==> src/pps_pkg.sv <==
`timescale 1ns / 1ps
// ----------------------------------------------------------------------------
// pps_pkg
// Shared types and constants of the preemptive priority scheduler.
// ----------------------------------------------------------------------------
package pps_pkg;

  localparam int MAX_PROCESSES = 16;
  localparam int IDX_W         = $clog2(MAX_PROCESSES);
  localparam int CNT_W         = 5;

  // Item operation codes
  localparam logic OP_LOAD = 1'b0;
  localparam logic OP_TICK = 1'b1;

  // One process table entry
  typedef struct packed {
    logic [15:0] arrival;
    logic [15:0] burst;
    logic [7:0]  prio;
    logic [15:0] remaining;
  } entry_t;

  // Table write request
  typedef struct packed {
    logic             en;
    logic [IDX_W-1:0] addr;
    entry_t           data;
  } tbl_wr_t;

  typedef enum logic [1:0] {
    ST_IDLE,
    ST_SCAN,
    ST_WRITE
  } state_t;

endpackage

==> src/pps_in_if.sv <==
`timescale 1ns / 1ps
// ----------------------------------------------------------------------------
// pps_in_if
// Input item channel: load and tick items.
// ----------------------------------------------------------------------------
interface pps_in_if;
  logic        valid;
  logic        ready;
  logic        op;
  logic [3:0]  slot;
  logic [15:0] arrival_time;
  logic [15:0] burst_time;
  logic [7:0]  priority_req;

  modport source (output valid, op, slot, arrival_time, burst_time, priority_req,
                  input ready);
  modport sink   (input valid, op, slot, arrival_time, burst_time, priority_req,
                  output ready);
endinterface

==> src/pps_out_if.sv <==
`timescale 1ns / 1ps
// ----------------------------------------------------------------------------
// pps_out_if
// Result channel: one result per tick item.
// ----------------------------------------------------------------------------
interface pps_out_if;
  logic        valid;
  logic        ready;
  logic        ran;
  logic [3:0]  process_id;
  logic        finished;
  logic [31:0] turnaround;
  logic [31:0] waiting;
  logic        all_done;
  logic [31:0] current_time;

  modport source (output valid, ran, process_id, finished, turnaround, waiting,
                  all_done, current_time, input ready);
  modport sink   (input valid, ran, process_id, finished, turnaround, waiting,
                  all_done, current_time, output ready);
endinterface

==> src/pps_cfg_if.sv <==
`timescale 1ns / 1ps
// ----------------------------------------------------------------------------
// pps_cfg_if
// Configuration write channel for the process count register.
// ----------------------------------------------------------------------------
interface pps_cfg_if;
  logic       valid;
  logic       ready;
  logic [4:0] data;

  modport source (output valid, data, input ready);
  modport sink   (input valid, data, output ready);
endinterface

==> src/preemptive_priority_scheduler.sv <==
`timescale 1ns / 1ps
// ----------------------------------------------------------------------------
// preemptive_priority_scheduler
// Priority scheduler over a process table held in a synchronous memory.
// ----------------------------------------------------------------------------
//  channel   direction  transfer carries
//  in_ch     in         op, slot, arrival_time, burst_time, priority_req
//  out_ch    out        ran, process_id, finished, turnaround, waiting,
//                       all_done, current_time (one per tick)
//  cfg_ch    in         process_count (5 bits), always ready
//
// A load is written to the table as it is accepted. A tick goes through accept,
// a scan with one table read per slot in use through the single read port,
// then write-back of the chosen entry with the result.
// Reset clears time and completion count, sets process count to 1; the table
// holds nothing defined until loaded. A stalled result holds in the output
// register; the next item is taken meanwhile and its tick waits at write-back.
// ----------------------------------------------------------------------------
module preemptive_priority_scheduler (
  input  logic clk,
  input  logic rst_n,
  pps_in_if.sink    in_ch,
  pps_out_if.source out_ch,
  pps_cfg_if.sink   cfg_ch
);
  import pps_pkg::*;

  state_t           state_r, state_nxt;
  logic [IDX_W-1:0] idx_r;
  logic             found_r;
  logic [7:0]       best_r;
  logic [IDX_W-1:0] pick_r;
  logic [15:0]      pick_arr_r, pick_burst_r, pick_rem_r;
  logic [CNT_W-1:0] nz_cnt_r;
  logic [31:0]      time_r;
  logic [CNT_W-1:0] done_cnt_r;
  logic [CNT_W-1:0] pcount_r;

  logic             out_valid_r;
  logic             out_ran_r, out_fin_r, out_all_r;
  logic [3:0]       out_pid_r;
  logic [31:0]      out_tat_r, out_wt_r, out_time_r;

  tbl_wr_t          wr;
  logic [IDX_W-1:0] rd_addr;
  entry_t           rd_data;

  logic             in_xfer, tick_xfer;
  logic [CNT_W-1:0] n_slots;
  logic             last_slot, eligible, take, adv;
  logic [31:0]      time_inc, tat, wt;
  logic             fin, all_done;

  pps_table u_table (
    .clk     (clk),
    .wr      (wr),
    .rd_addr (rd_addr),
    .rd_data (rd_data)
  );

  // Slots in use, clamped to the table depth
  assign n_slots = (pcount_r > CNT_W'(MAX_PROCESSES)) ? CNT_W'(MAX_PROCESSES) : pcount_r;

  assign in_xfer   = in_ch.valid && in_ch.ready;
  assign tick_xfer = in_xfer && (in_ch.op == OP_TICK);

  // Scan compare on the entry read this cycle
  assign last_slot = ({1'b0, idx_r} == (n_slots - CNT_W'(1)));
  assign eligible  = ({16'd0, rd_data.arrival} <= time_r) && (rd_data.remaining != 16'd0);
  assign take      = eligible && (!found_r || (rd_data.prio < best_r));

  // Write-back results
  assign adv      = !out_valid_r || out_ch.ready;
  assign time_inc = time_r + 32'd1;
  assign fin      = found_r && (pick_rem_r == 16'd1);
  assign tat      = time_inc - {16'd0, pick_arr_r};
  assign wt       = tat - {16'd0, pick_burst_r};
  assign all_done = (nz_cnt_r == '0) || ((nz_cnt_r == CNT_W'(1)) && fin);

  // Next state
  always_comb begin
    state_nxt = state_r;
    unique case (state_r)
      ST_IDLE: begin
        if (tick_xfer) begin
          state_nxt = (n_slots == '0) ? ST_WRITE : ST_SCAN;
        end
      end
      ST_SCAN: begin
        if (last_slot) begin
          state_nxt = ST_WRITE;
        end
      end
      ST_WRITE: begin
        if (adv) begin
          state_nxt = ST_IDLE;
        end
      end
      default: state_nxt = ST_IDLE;
    endcase
  end

  // Handshake, read address and table write
  always_comb begin
    in_ch.ready = (state_r == ST_IDLE);
    rd_addr     = (state_r == ST_IDLE) ? '0 : idx_r + IDX_W'(1);
    wr          = '0;
    unique case (state_r)
      ST_IDLE: begin
        wr.en             = in_xfer && (in_ch.op == OP_LOAD) &&
                            ({1'b0, in_ch.slot} < 5'(MAX_PROCESSES));
        wr.addr           = IDX_W'(in_ch.slot);
        wr.data.arrival   = in_ch.arrival_time;
        wr.data.burst     = in_ch.burst_time;
        wr.data.prio      = in_ch.priority_req;
        wr.data.remaining = in_ch.burst_time;
      end
      ST_WRITE: begin
        wr.en             = adv && found_r;
        wr.addr           = pick_r;
        wr.data.arrival   = pick_arr_r;
        wr.data.burst     = pick_burst_r;
        wr.data.prio      = best_r;
        wr.data.remaining = pick_rem_r - 16'd1;
      end
      default: begin
        wr = '0;
      end
    endcase
  end

  assign cfg_ch.ready = 1'b1;

  // Control registers
  always_ff @(posedge clk) begin
    if (!rst_n) begin
      state_r     <= ST_IDLE;
      time_r      <= '0;
      done_cnt_r  <= '0;
      pcount_r    <= CNT_W'(1);
      out_valid_r <= 1'b0;
    end else begin
      state_r <= state_nxt;
      if (cfg_ch.valid) begin
        pcount_r <= cfg_ch.data;
      end
      // Load a new result, or drop the old one once its transfer completes
      if ((state_r == ST_WRITE) && adv) begin
        time_r      <= time_inc;
        out_valid_r <= 1'b1;
        if (fin && (done_cnt_r != '1)) begin
          done_cnt_r <= done_cnt_r + CNT_W'(1);
        end
      end else if (out_valid_r && out_ch.ready) begin
        out_valid_r <= 1'b0;
      end
    end
  end

  // Scan and result payload
  always_ff @(posedge clk) begin
    unique case (state_r)
      ST_IDLE: begin
        idx_r    <= '0;
        found_r  <= 1'b0;
        nz_cnt_r <= '0;
      end
      ST_SCAN: begin
        idx_r <= idx_r + IDX_W'(1);
        if (rd_data.remaining != 16'd0) begin
          nz_cnt_r <= nz_cnt_r + CNT_W'(1);
        end
        if (take) begin
          found_r      <= 1'b1;
          best_r       <= rd_data.prio;
          pick_r       <= idx_r;
          pick_arr_r   <= rd_data.arrival;
          pick_burst_r <= rd_data.burst;
          pick_rem_r   <= rd_data.remaining;
        end
      end
      ST_WRITE: begin
        if (adv) begin
          out_ran_r  <= found_r;
          out_pid_r  <= found_r ? 4'(pick_r) : 4'd0;
          out_fin_r  <= fin;
          out_tat_r  <= fin ? tat : 32'd0;
          out_wt_r   <= fin ? wt : 32'd0;
          out_all_r  <= all_done;
          out_time_r <= time_inc;
        end
      end
      default: begin
        idx_r <= idx_r;
      end
    endcase
  end

  // Drive result channel
  assign out_ch.valid        = out_valid_r;
  assign out_ch.ran          = out_ran_r;
  assign out_ch.process_id   = out_pid_r;
  assign out_ch.finished     = out_fin_r;
  assign out_ch.turnaround   = out_tat_r;
  assign out_ch.waiting      = out_wt_r;
  assign out_ch.all_done     = out_all_r;
  assign out_ch.current_time = out_time_r;

endmodule

==> src/pps_table.sv <==
`timescale 1ns / 1ps
// ----------------------------------------------------------------------------
// pps_table
// Process table memory: one write port, one read port, registered read data.
// ----------------------------------------------------------------------------
module pps_table (
  input  logic                  clk,
  input  pps_pkg::tbl_wr_t      wr,
  input  logic [pps_pkg::IDX_W-1:0] rd_addr,
  output pps_pkg::entry_t       rd_data
);
  import pps_pkg::*;

  entry_t mem [MAX_PROCESSES];

  // Write the requested entry
  always_ff @(posedge clk) begin
    if (wr.en) begin
      mem[wr.addr] <= wr.data;
    end
  end

  // Registered read
  always_ff @(posedge clk) begin
    rd_data <= mem[rd_addr];
  end

endmodule

==> src/flat_wrapper.sv <==
// flat-port wrapper written by rule: the top's interface ports become plain ports
module preemptive_priority_scheduler_flat import pps_pkg::*;
  (clk, rst_n, in_ch_valid, in_ch_op, in_ch_slot, in_ch_arrival_time, in_ch_burst_time, in_ch_priority_req, in_ch_ready, out_ch_valid, out_ch_ran, out_ch_process_id, out_ch_finished, out_ch_turnaround, out_ch_waiting, out_ch_all_done, out_ch_current_time, out_ch_ready, cfg_ch_valid, cfg_ch_data, cfg_ch_ready);
  pps_in_if in_ch_i ();
  pps_out_if out_ch_i ();
  pps_cfg_if cfg_ch_i ();
  input  logic clk;
  input  logic rst_n;
  input wire logic [$bits(in_ch_i.valid)-1:0] in_ch_valid;
  input wire logic [$bits(in_ch_i.op)-1:0] in_ch_op;
  input wire logic [$bits(in_ch_i.slot)-1:0] in_ch_slot;
  input wire logic [$bits(in_ch_i.arrival_time)-1:0] in_ch_arrival_time;
  input wire logic [$bits(in_ch_i.burst_time)-1:0] in_ch_burst_time;
  input wire logic [$bits(in_ch_i.priority_req)-1:0] in_ch_priority_req;
  output wire logic [$bits(in_ch_i.ready)-1:0] in_ch_ready;
  output wire logic [$bits(out_ch_i.valid)-1:0] out_ch_valid;
  output wire logic [$bits(out_ch_i.ran)-1:0] out_ch_ran;
  output wire logic [$bits(out_ch_i.process_id)-1:0] out_ch_process_id;
  output wire logic [$bits(out_ch_i.finished)-1:0] out_ch_finished;
  output wire logic [$bits(out_ch_i.turnaround)-1:0] out_ch_turnaround;
  output wire logic [$bits(out_ch_i.waiting)-1:0] out_ch_waiting;
  output wire logic [$bits(out_ch_i.all_done)-1:0] out_ch_all_done;
  output wire logic [$bits(out_ch_i.current_time)-1:0] out_ch_current_time;
  input wire logic [$bits(out_ch_i.ready)-1:0] out_ch_ready;
  input wire logic [$bits(cfg_ch_i.valid)-1:0] cfg_ch_valid;
  input wire logic [$bits(cfg_ch_i.data)-1:0] cfg_ch_data;
  output wire logic [$bits(cfg_ch_i.ready)-1:0] cfg_ch_ready;
  assign in_ch_i.valid = in_ch_valid;
  assign in_ch_i.op = in_ch_op;
  assign in_ch_i.slot = in_ch_slot;
  assign in_ch_i.arrival_time = in_ch_arrival_time;
  assign in_ch_i.burst_time = in_ch_burst_time;
  assign in_ch_i.priority_req = in_ch_priority_req;
  assign in_ch_ready = in_ch_i.ready;
  assign out_ch_valid = out_ch_i.valid;
  assign out_ch_ran = out_ch_i.ran;
  assign out_ch_process_id = out_ch_i.process_id;
  assign out_ch_finished = out_ch_i.finished;
  assign out_ch_turnaround = out_ch_i.turnaround;
  assign out_ch_waiting = out_ch_i.waiting;
  assign out_ch_all_done = out_ch_i.all_done;
  assign out_ch_current_time = out_ch_i.current_time;
  assign out_ch_i.ready = out_ch_ready;
  assign cfg_ch_i.valid = cfg_ch_valid;
  assign cfg_ch_i.data = cfg_ch_data;
  assign cfg_ch_ready = cfg_ch_i.ready;
  preemptive_priority_scheduler u_core (.clk(clk), .rst_n(rst_n), .in_ch(in_ch_i), .out_ch(out_ch_i), .cfg_ch(cfg_ch_i));
endmodule
==> config.mk <==
export PLATFORM = sky130hd
export DESIGN_NAME = preemptive_priority_scheduler_flat
export DESIGN_NICKNAME = d
export VERILOG_FILES = /design/src/pps_pkg.sv /design/src/pps_in_if.sv /design/src/pps_out_if.sv /design/src/pps_cfg_if.sv /design/src/preemptive_priority_scheduler.sv /design/src/pps_table.sv /design/src/flat_wrapper.sv
export SDC_FILE = /design/constraint.sdc
export NUM_CORES = 2
export LEC_CHECK = 0
export BUFFER_PORTS_ARGS = -buffer_cell sky130_fd_sc_hd__buf_2
export CAP_MARGIN = 20
export CORE_MARGIN = 1
export CORE_UTILIZATION = 52
export CTS_CLUSTER_SIZE = 10
export DETAILED_ROUTE_END_ITERATION = 6
export PLACE_DENSITY_LB_ADDON = 0.25
export SLEW_MARGIN = 20
export SYNTH_ARGS = -nofsm -noshare
export SYNTH_HDL_FRONTEND = slang
export SYNTH_SLANG_ARGS = --single-unit
==> constraint.sdc <==
create_clock -name clk -period 5.2 [get_ports clk]
set_input_delay 0.78 -clock clk [delete_from_list [all_inputs] [get_ports clk]]
set_output_delay 0.78 -clock clk [all_outputs]
set_load 0.02 [all_outputs]
Yosys cells after proc, flatten, opt, wreduce, memory -nomap -nowiden
Memories as Yosys holds them, arrays and structs flattened. A register that Yosys moved wholly into a read port is not among the register bits.
Cells that the tools add are included.
{ "word_totals": {"word_cells": 84, "in_bits": 55, "mem_bits_rw": 896, "mem_count": 1, "reg_bits": 213, "output_inout_bits": 106} }
{ "op_classes": {"eq_ne": 10, "magnitude_cmp": 3, "bitwise": 1, "mux": 17, "addsub": 7, "reduce_logical": 26} }
{ "memory_table": {"columns": ["memory", "depth", "word_bits", "read_ports", "rd_clocked_by_memory_dff", "write_ports", "line_no", "rtl"], "rows": [
  ["u_core.u_table.mem", 16, 56, 1, 1, 1, "pps_table.sv:14", "entry_t mem [MAX_PROCESSES];"]
]} }
{ "ops": {"columns": ["op", "count"], "rows": [
  ["61-bit one-hot mux with 2 select lines", 1],
  ["32-bit by 16-bit subtractor with 32-bit output", 2],
  ["32-bit by 1-bit adder with 32-bit output (second input constant)", 1],
  ["16-bit by 32-bit <= comparator with 1-bit output", 1],
  ["16-bit by 1-bit == test with 1-bit output (second input constant)", 1],
  ["16-bit nonzero test", 1],
  ["16-bit by 1-bit subtractor with 16-bit output (second input constant)", 1],
  ["1-bit logical AND", 10],
  ["5-bit logical NOT", 2],
  ["5-bit two-way mux", 2],
  ["5-bit one-hot mux with 2 select lines", 1],
  ["8-bit less-than comparator", 1],
  ["2-bit two-way mux", 4],
  ["2-bit by 1-bit != test with 1-bit output (second input constant)", 4],
  ["4-bit one-hot mux with 2 select lines", 1],
  ["2-bit AND reduction", 4],
  ["2-bit one-hot mux with 3 select lines", 1],
  ["5-bit by 1-bit adder with 5-bit output (second input constant)", 1],
  ["4-bit by 5-bit == test with 1-bit output", 1],
  ["5-bit by 1-bit == test with 1-bit output (second input constant)", 1],
  ["5-bit greater-than comparator (second input constant)", 1],
  ["1-bit two-way mux", 5],
  ["5-bit by 1-bit subtractor with 5-bit output (second input constant)", 1],
  ["4-bit by 1-bit adder with 4-bit output (second input constant)", 1],
  ["other kinds (11)", 15]
]} }

Depth between registers and ports, before layout
{ "logic_depth": {"word_depth": 6, "depth_mapped": 24, "ltp_nobuf": 23} }

Hierarchy
From an unflattened synthesis, not the netlist that was laid out.
{ "unflattened": {"hier_cells": 2651, "hier_area_um2": 47137.7} }
{ "modules_own_cells": {"columns": ["module", "area_per_inst_um2", "cells_each", "seq_area_each_um2", "instances"], "rows": [
  ["pps_table", 34678.3, 1445, 28026.9, 1],
  ["preemptive_priority_scheduler", 12459.4, 1206, 5995.8, 1]
]} }

Worst setup path after synthesis
OpenSTA, ideal clock, no wires.
{ "synth_path": {"path_kind": "register to register", "start": "register u_core.best_r[1]", "end": "register u_core.best_r[0] (enable)", "arrival_time_ps": 4558, "required_time_ps": 4722, "setup_ps": 478, "slack_ps": 164, "n_path_buf": 0, "synth_period_minus_slack_ps": 5036, "path_stages_with_launch": 12, "cell_sequence": "edfxtp_1 inv_1 ha_1 a21o_1 a21o_1 a21o_1 a21o_1 a21o_1 a21o_1 a21o_1 a211o_1 nor2_1"} }
{ "synth_between": {"elab_chain_len": 4} }
{ "synth_lines": {"columns": ["item", "line_no", "rtl"], "rows": [
  ["start, declared", "preemptive_priority_scheduler.sv:31", "logic [7:0] best_r;"],
  ["start signal, assigned", "preemptive_priority_scheduler.sv:175", "best_r <= rd_data.prio;"],
  ["8-bit less-than comparator", "preemptive_priority_scheduler.sv:70", "assign take = eligible && (!found_r || (rd_data.prio < best_r));"],
  ["1-bit logical OR", "preemptive_priority_scheduler.sv:70", null],
  ["1-bit logical AND", "preemptive_priority_scheduler.sv:70", null],
  ["2-bit AND reduction (no line)", null, null]
]} }
No other way between the ends.
A chain may end at the register's enable or synchronous reset.

Worst setup path after layout
{ "layout_path": {"start": "register u_core.time_r[1]", "end": "register u_core.out_wt_r[29], in the netlist u_core.out_ch.waiting[29], data pin"} }
{ "layout_between": {"elab_chain_len": 3} }
{ "layout_lines": {"columns": ["item", "line_no", "rtl"], "rows": [
  ["start, declared", "preemptive_priority_scheduler.sv:35", "logic [31:0] time_r;"],
  ["start signal, assigned", "preemptive_priority_scheduler.sv:149", "time_r <= time_inc;"],
  ["32-bit by 1-bit adder with 32-bit output", "preemptive_priority_scheduler.sv:74", "assign time_inc = time_r + 32'd1;"],
  ["net u_core.time_inc[10]", "preemptive_priority_scheduler.sv:51", "logic [31:0] time_inc, tat, wt;"],
  ["32-bit by 16-bit subtractor with 32-bit output", "preemptive_priority_scheduler.sv:76", "assign tat = time_inc - {16'd0, pick_arr_r};"],
  ["net u_core.tat[12]", "preemptive_priority_scheduler.sv:51", null],
  ["32-bit by 16-bit subtractor with 32-bit output", "preemptive_priority_scheduler.sv:77", "assign wt = tat - {16'd0, pick_burst_r};"],
  ["end signal, assigned", "preemptive_priority_scheduler.sv:188", "out_wt_r <= fin ? wt : 32'd0;"],
  ["end, declared", "preemptive_priority_scheduler.sv:42", "logic [31:0] out_tat_r, out_wt_r, out_time_r;"]
]} }
The timed path passes the listed nets, and every way through them passes these cells.

==> impl_metrics.py <==
metrics = {
    "worst_setup_path": {
        "criticalPathCategory": "register to register",
        "path_cells": "ha_4 -> nand3_2 -> buf_6 -> nor4_4 -> xnor2_2 -> ha_4 -> buf_4 -> and4_1 -> o21ai_1 -> a21oi_1 -> nor2_1 -> xnor2_1 -> ha_1 -> and4_1 -> and2_1 -> a221oi_2 -> o31ai_2 -> a21oi_2 -> o211ai_1 -> nor4_4 -> and4_4 -> a31o_2 -> a21oi_1",
        "crit_path_top_delay_cell": "dfxtp_4",
        "critPathLaunchType": "register",
        "cp_top_family": "simple AND/OR/NAND/NOR gates",
        "worst_ep_required_time_ns": 5.66,
        "critPathArrivalTime_ns": 5.37,
        "slowest_delay_ns": 0.38,
        "cp-end-kind": "register",
        "crit_buf_inv": 2,
        "cp_max_fo": 7,
    },
    "place": {
        "placed_cells": 5016,
        "portBuffers": 159,
        "hpwlAfterDp_mm": 69.7,
        "routabilityCongestion": 0.869,
    },
    "route": {
        "first_pass_iters": 5,
        "ant_nets": 0,
        "routed_wl_mm": 127,
        "vias": 31500,
        "drc": 0,
        "drt-wirelength-per-cell_um": 24.0,
        "drt_iter0_drc": 3496,
        "viasPerCell": 5.98,
    },
    "synth": {
        "synthXorXnorAreaFrac": 0.0219,
        "synth-async-reset-ratio": 0,
        "synthTopCellsByCount": "edfxtp_1 (1069), nand2_1 (399), nor2_1 (282)",
        "synth_mux_area_frac": 0.0293,
        "yosys.area_share.simple": 0.105,
        "synth.cell_area_um2": 49200,
        "synth.largest_area_cell": "edfxtp_1",
        "synth_top_family_by_area": "compound AO/OA/AOI/OAI gates",
        "postSynthAreaPerCell_um2": 13.2,
        "seq_area_frac_synth": 0.691,
        "yosysWarnings": 0,
        "synth-compound-area-share": 0.110,
        "synth_fa_ha_area_frac": 0.0168,
        "netlist_instances": 3736,
        "ys_top_cells_by_area": "edfxtp_1 (65%), dfxtp_1 (3.9%), nand2_1 (3.0%)",
        "yosys_most_used_dff": "edfxtp_1",
        "synth-edff-count": 1069,
        "ys_types": 69,
        "syn_nets": 3856,
        "synth_most_common_cell": "edfxtp_1",
        "synth_seq_cells": 1165,
        "synth_top_area_frac": 0.652,
    },
    "global_routing": {
        "grt_start_max_net_pins": 178,
        "track_usage": 0.265,
        "antenna_found_initial": 3,
        "grt_remaining_overflow": 0,
        "grt_pass1_vias": 30200,
        "grt_pass1_wl_mm": 188,
    },
    "timing": {
        "max_slew_margin": 0.265,
        "setup-violations-final": 0,
        "clock_skew_ns": 0.0265,
        "fin_tns_setup_ns": 0,
        "period_share": 0.944,
        "fmax_mhz": 204,
        "tightestPinTransition_ns": 1.10,
        "fin_crit_ns": 4.91,
        "hold_viol": 0,
        "slew_violations": 0,
    },
    "die": {
        "fp.dieW_um": 310,
        "dieArea_um2": 95900,
        "rows": 112,
        "initial_core_util": 0.526,
        "pin_count": 161,
        "die_y_um": 310,
        "coreArea_um2": 93500,
    },
    "layout": {
        "seq_area_um2": 34000,
        "finalNetCount": 4027,
        "drive_gt1_frac": 0.139,
        "fillers": 7100,
        "multi_input_area_um2": 14400,
        "area_growth_pct": 14.5,
        "finish.utilization": 0.603,
        "final_cells": 5270,
    },
    "power_and_ir_drop": {
        "internal_power_uw": 17100,
        "p_sw_uw": 6250,
        "powerDensity_nw_per_um2": 413,
        "pwr-share-clk": 0.376,
        "power_uw": 23300,
        "vdd_drop_max_uv": 268,
        "swShare": 0.268,
        "power_leakage_uw": 0.0190,
        "seqPwrFrac": 0.477,
        "combPwrFrac": 0.148,
    },
    "clock_tree": {
        "cts_sinks": 1165,
        "cts_made_buffers": 137,
        "cts_tree": "built",
        "clockRootBuffer": "clkbuf_16",
        "clockBufferDepth": 3,
        "htreeDepth": 4,
        "clkLatencyLatePin_ns": 0.75,
        "path_clk_slew_ns": 0.06,
    },
    "run_status": {
        "status": "completed",
    },
    "min_path": {
        "worst_hold_path_type": "primary input to register",
    },
    "flow_run": {
        "max_cap_viol_count": 0,
    },
}
final timing paths:
kind	from	to	slack, ns	cells past startpoint
max	u_core.time_r[1]$_SDFFE_PN0P_	u_core.out_ch.waiting[29]$_SDFFCE_PN0P_	0.29	23
min reg2reg	u_core.u_table.rd_data[27]$_DFF_P_	u_core.pick_burst_r[3]$_DFFE_PP_	0.40	0
min	cfg_ch_data[0]	u_core.pcount_r[0]$_SDFFE_PN1P_	0.28	3
max reg2reg	u_core.time_r[1]$_SDFFE_PN0P_	u_core.out_ch.waiting[29]$_SDFFCE_PN0P_	0.29	23
registers in the layout, indices dropped and copies added (netlist names), 2 cells and up:
| name | flops |
|---|---|
| u_core.u_table.mem | 896 |
| u_core.pick_burst_r | 16 |
| u_core.pick_arr_r | 16 |
| u_core.best_r | 8 |
| u_core.pcount_r | 5 |
| u_core.state_r | 2 |
| u_core.u_table.rd_data | 56 |
| u_core.idx_r | 4 |
| u_core.time_r | 32 |
| u_core.nz_cnt_r | 5 |
| u_core.out_ch.turnaround | 32 |
| u_core.out_ch.current_time | 32 |
| u_core.pick_r | 4 |
| u_core.out_ch.waiting | 32 |
| u_core.pick_rem_r | 16 |
| u_core.out_ch.process_id | 4 |
metal layers:
layer	wire, µm	track usage	vias to the layer above
met1	54000	0.373	15500
li1	-	-	14400
met3	10500	0.0484	196
met4	3110	0.0848	2
met2	58800	0.417	1398
met5	18	0	-
cells in the final DEF, fill, tap and decap left out, drive strengths merged, types with 26 or more instances in the layout:
master	n
nor3	77
buf	275
a211oi	193
nand2	399
dfxtp	96
a221oi	63
ha	63
and3	26
o21ai	149
mux2i	109
o22ai	34
and2	51
inv	96
nand3	30
a311oi	48
a31oi	70
nor2b	125
a21oi	159
xnor2	98
nor2	282
edfxtp	1069
mux2	31
clkbuf	228
cells by family after synthesis:
group           Yosys count
fa+ha+maj                65
mux                     140
other cells               1
xor+xnor                123
flops                  1165
buf+inv                 332
compound gates          813
simple gates           1097
repair_timing:
action                     CTS  global route
gates cloned                 0             0
pin swaps                    0            18
setup buffers                0             6
setup endpoints to repair    3            13
gates resized for setup      2            54
hold buffers                 0             0
through the flow:
stage,setup slack [ns],hold slack (ns),area (µm²)
3_5_place_dp,-0.0249,0.389,52000
5_1_grt,-0.0377,0.300,56300
6_report,0.293,0.282,56300
4_1_cts,0.0177,0.243,56100
3_3_place_gp,0.0352,0.386,52000
2_1_floorplan,0.164,0.386,49200
area by class of cell:
type / instances / share of cell area
well taps: 1254 / 0.0278
inverters: 89 / 0.00606
multi-input cells: 2239 / 0.255
diodes: 3 / 0.000133
clock inverters: 17 / 0.00424
flip-flops and latches: 1165 / 0.604
clock buffers: 228 / 0.0682
repair buffers: 275 / 0.0345
power by group through the flow:
stage | logic, µW | registers (µW) | clock network, µW
floorplan | 2260 | 11300 | 0
finish | 3440 | 11100 | 8750
detailed placement | 3380 | 11300 | 0
CTS | 3400 | 11100 | 8870
global placement | 3340 | 11300 | 0
global route | 3750 | 11100 | 9240
worst register-to-register path: stages, from the launching register on:
cell and delay [ns]:
dfxtp_4 0.38, ha_4 0.15, nand3_2 0.10, buf_6 0.16, nor4_4 0.26, xnor2_2 0.15, ha_4 0.32, buf_4 0.12
and4_1 0.18, o21ai_1 0.08, a21oi_1 0.19, nor2_1 0.08, xnor2_1 0.24, ha_1 0.32, and4_1 0.18, and2_1 0.16
a221oi_2 0.24, o31ai_2 0.15, a21oi_2 0.17, o211ai_1 0.17, nor4_4 0.30, and4_4 0.31, a31o_2 0.16, a21oi_1 0.06
(Power assumes the default switching activity.)
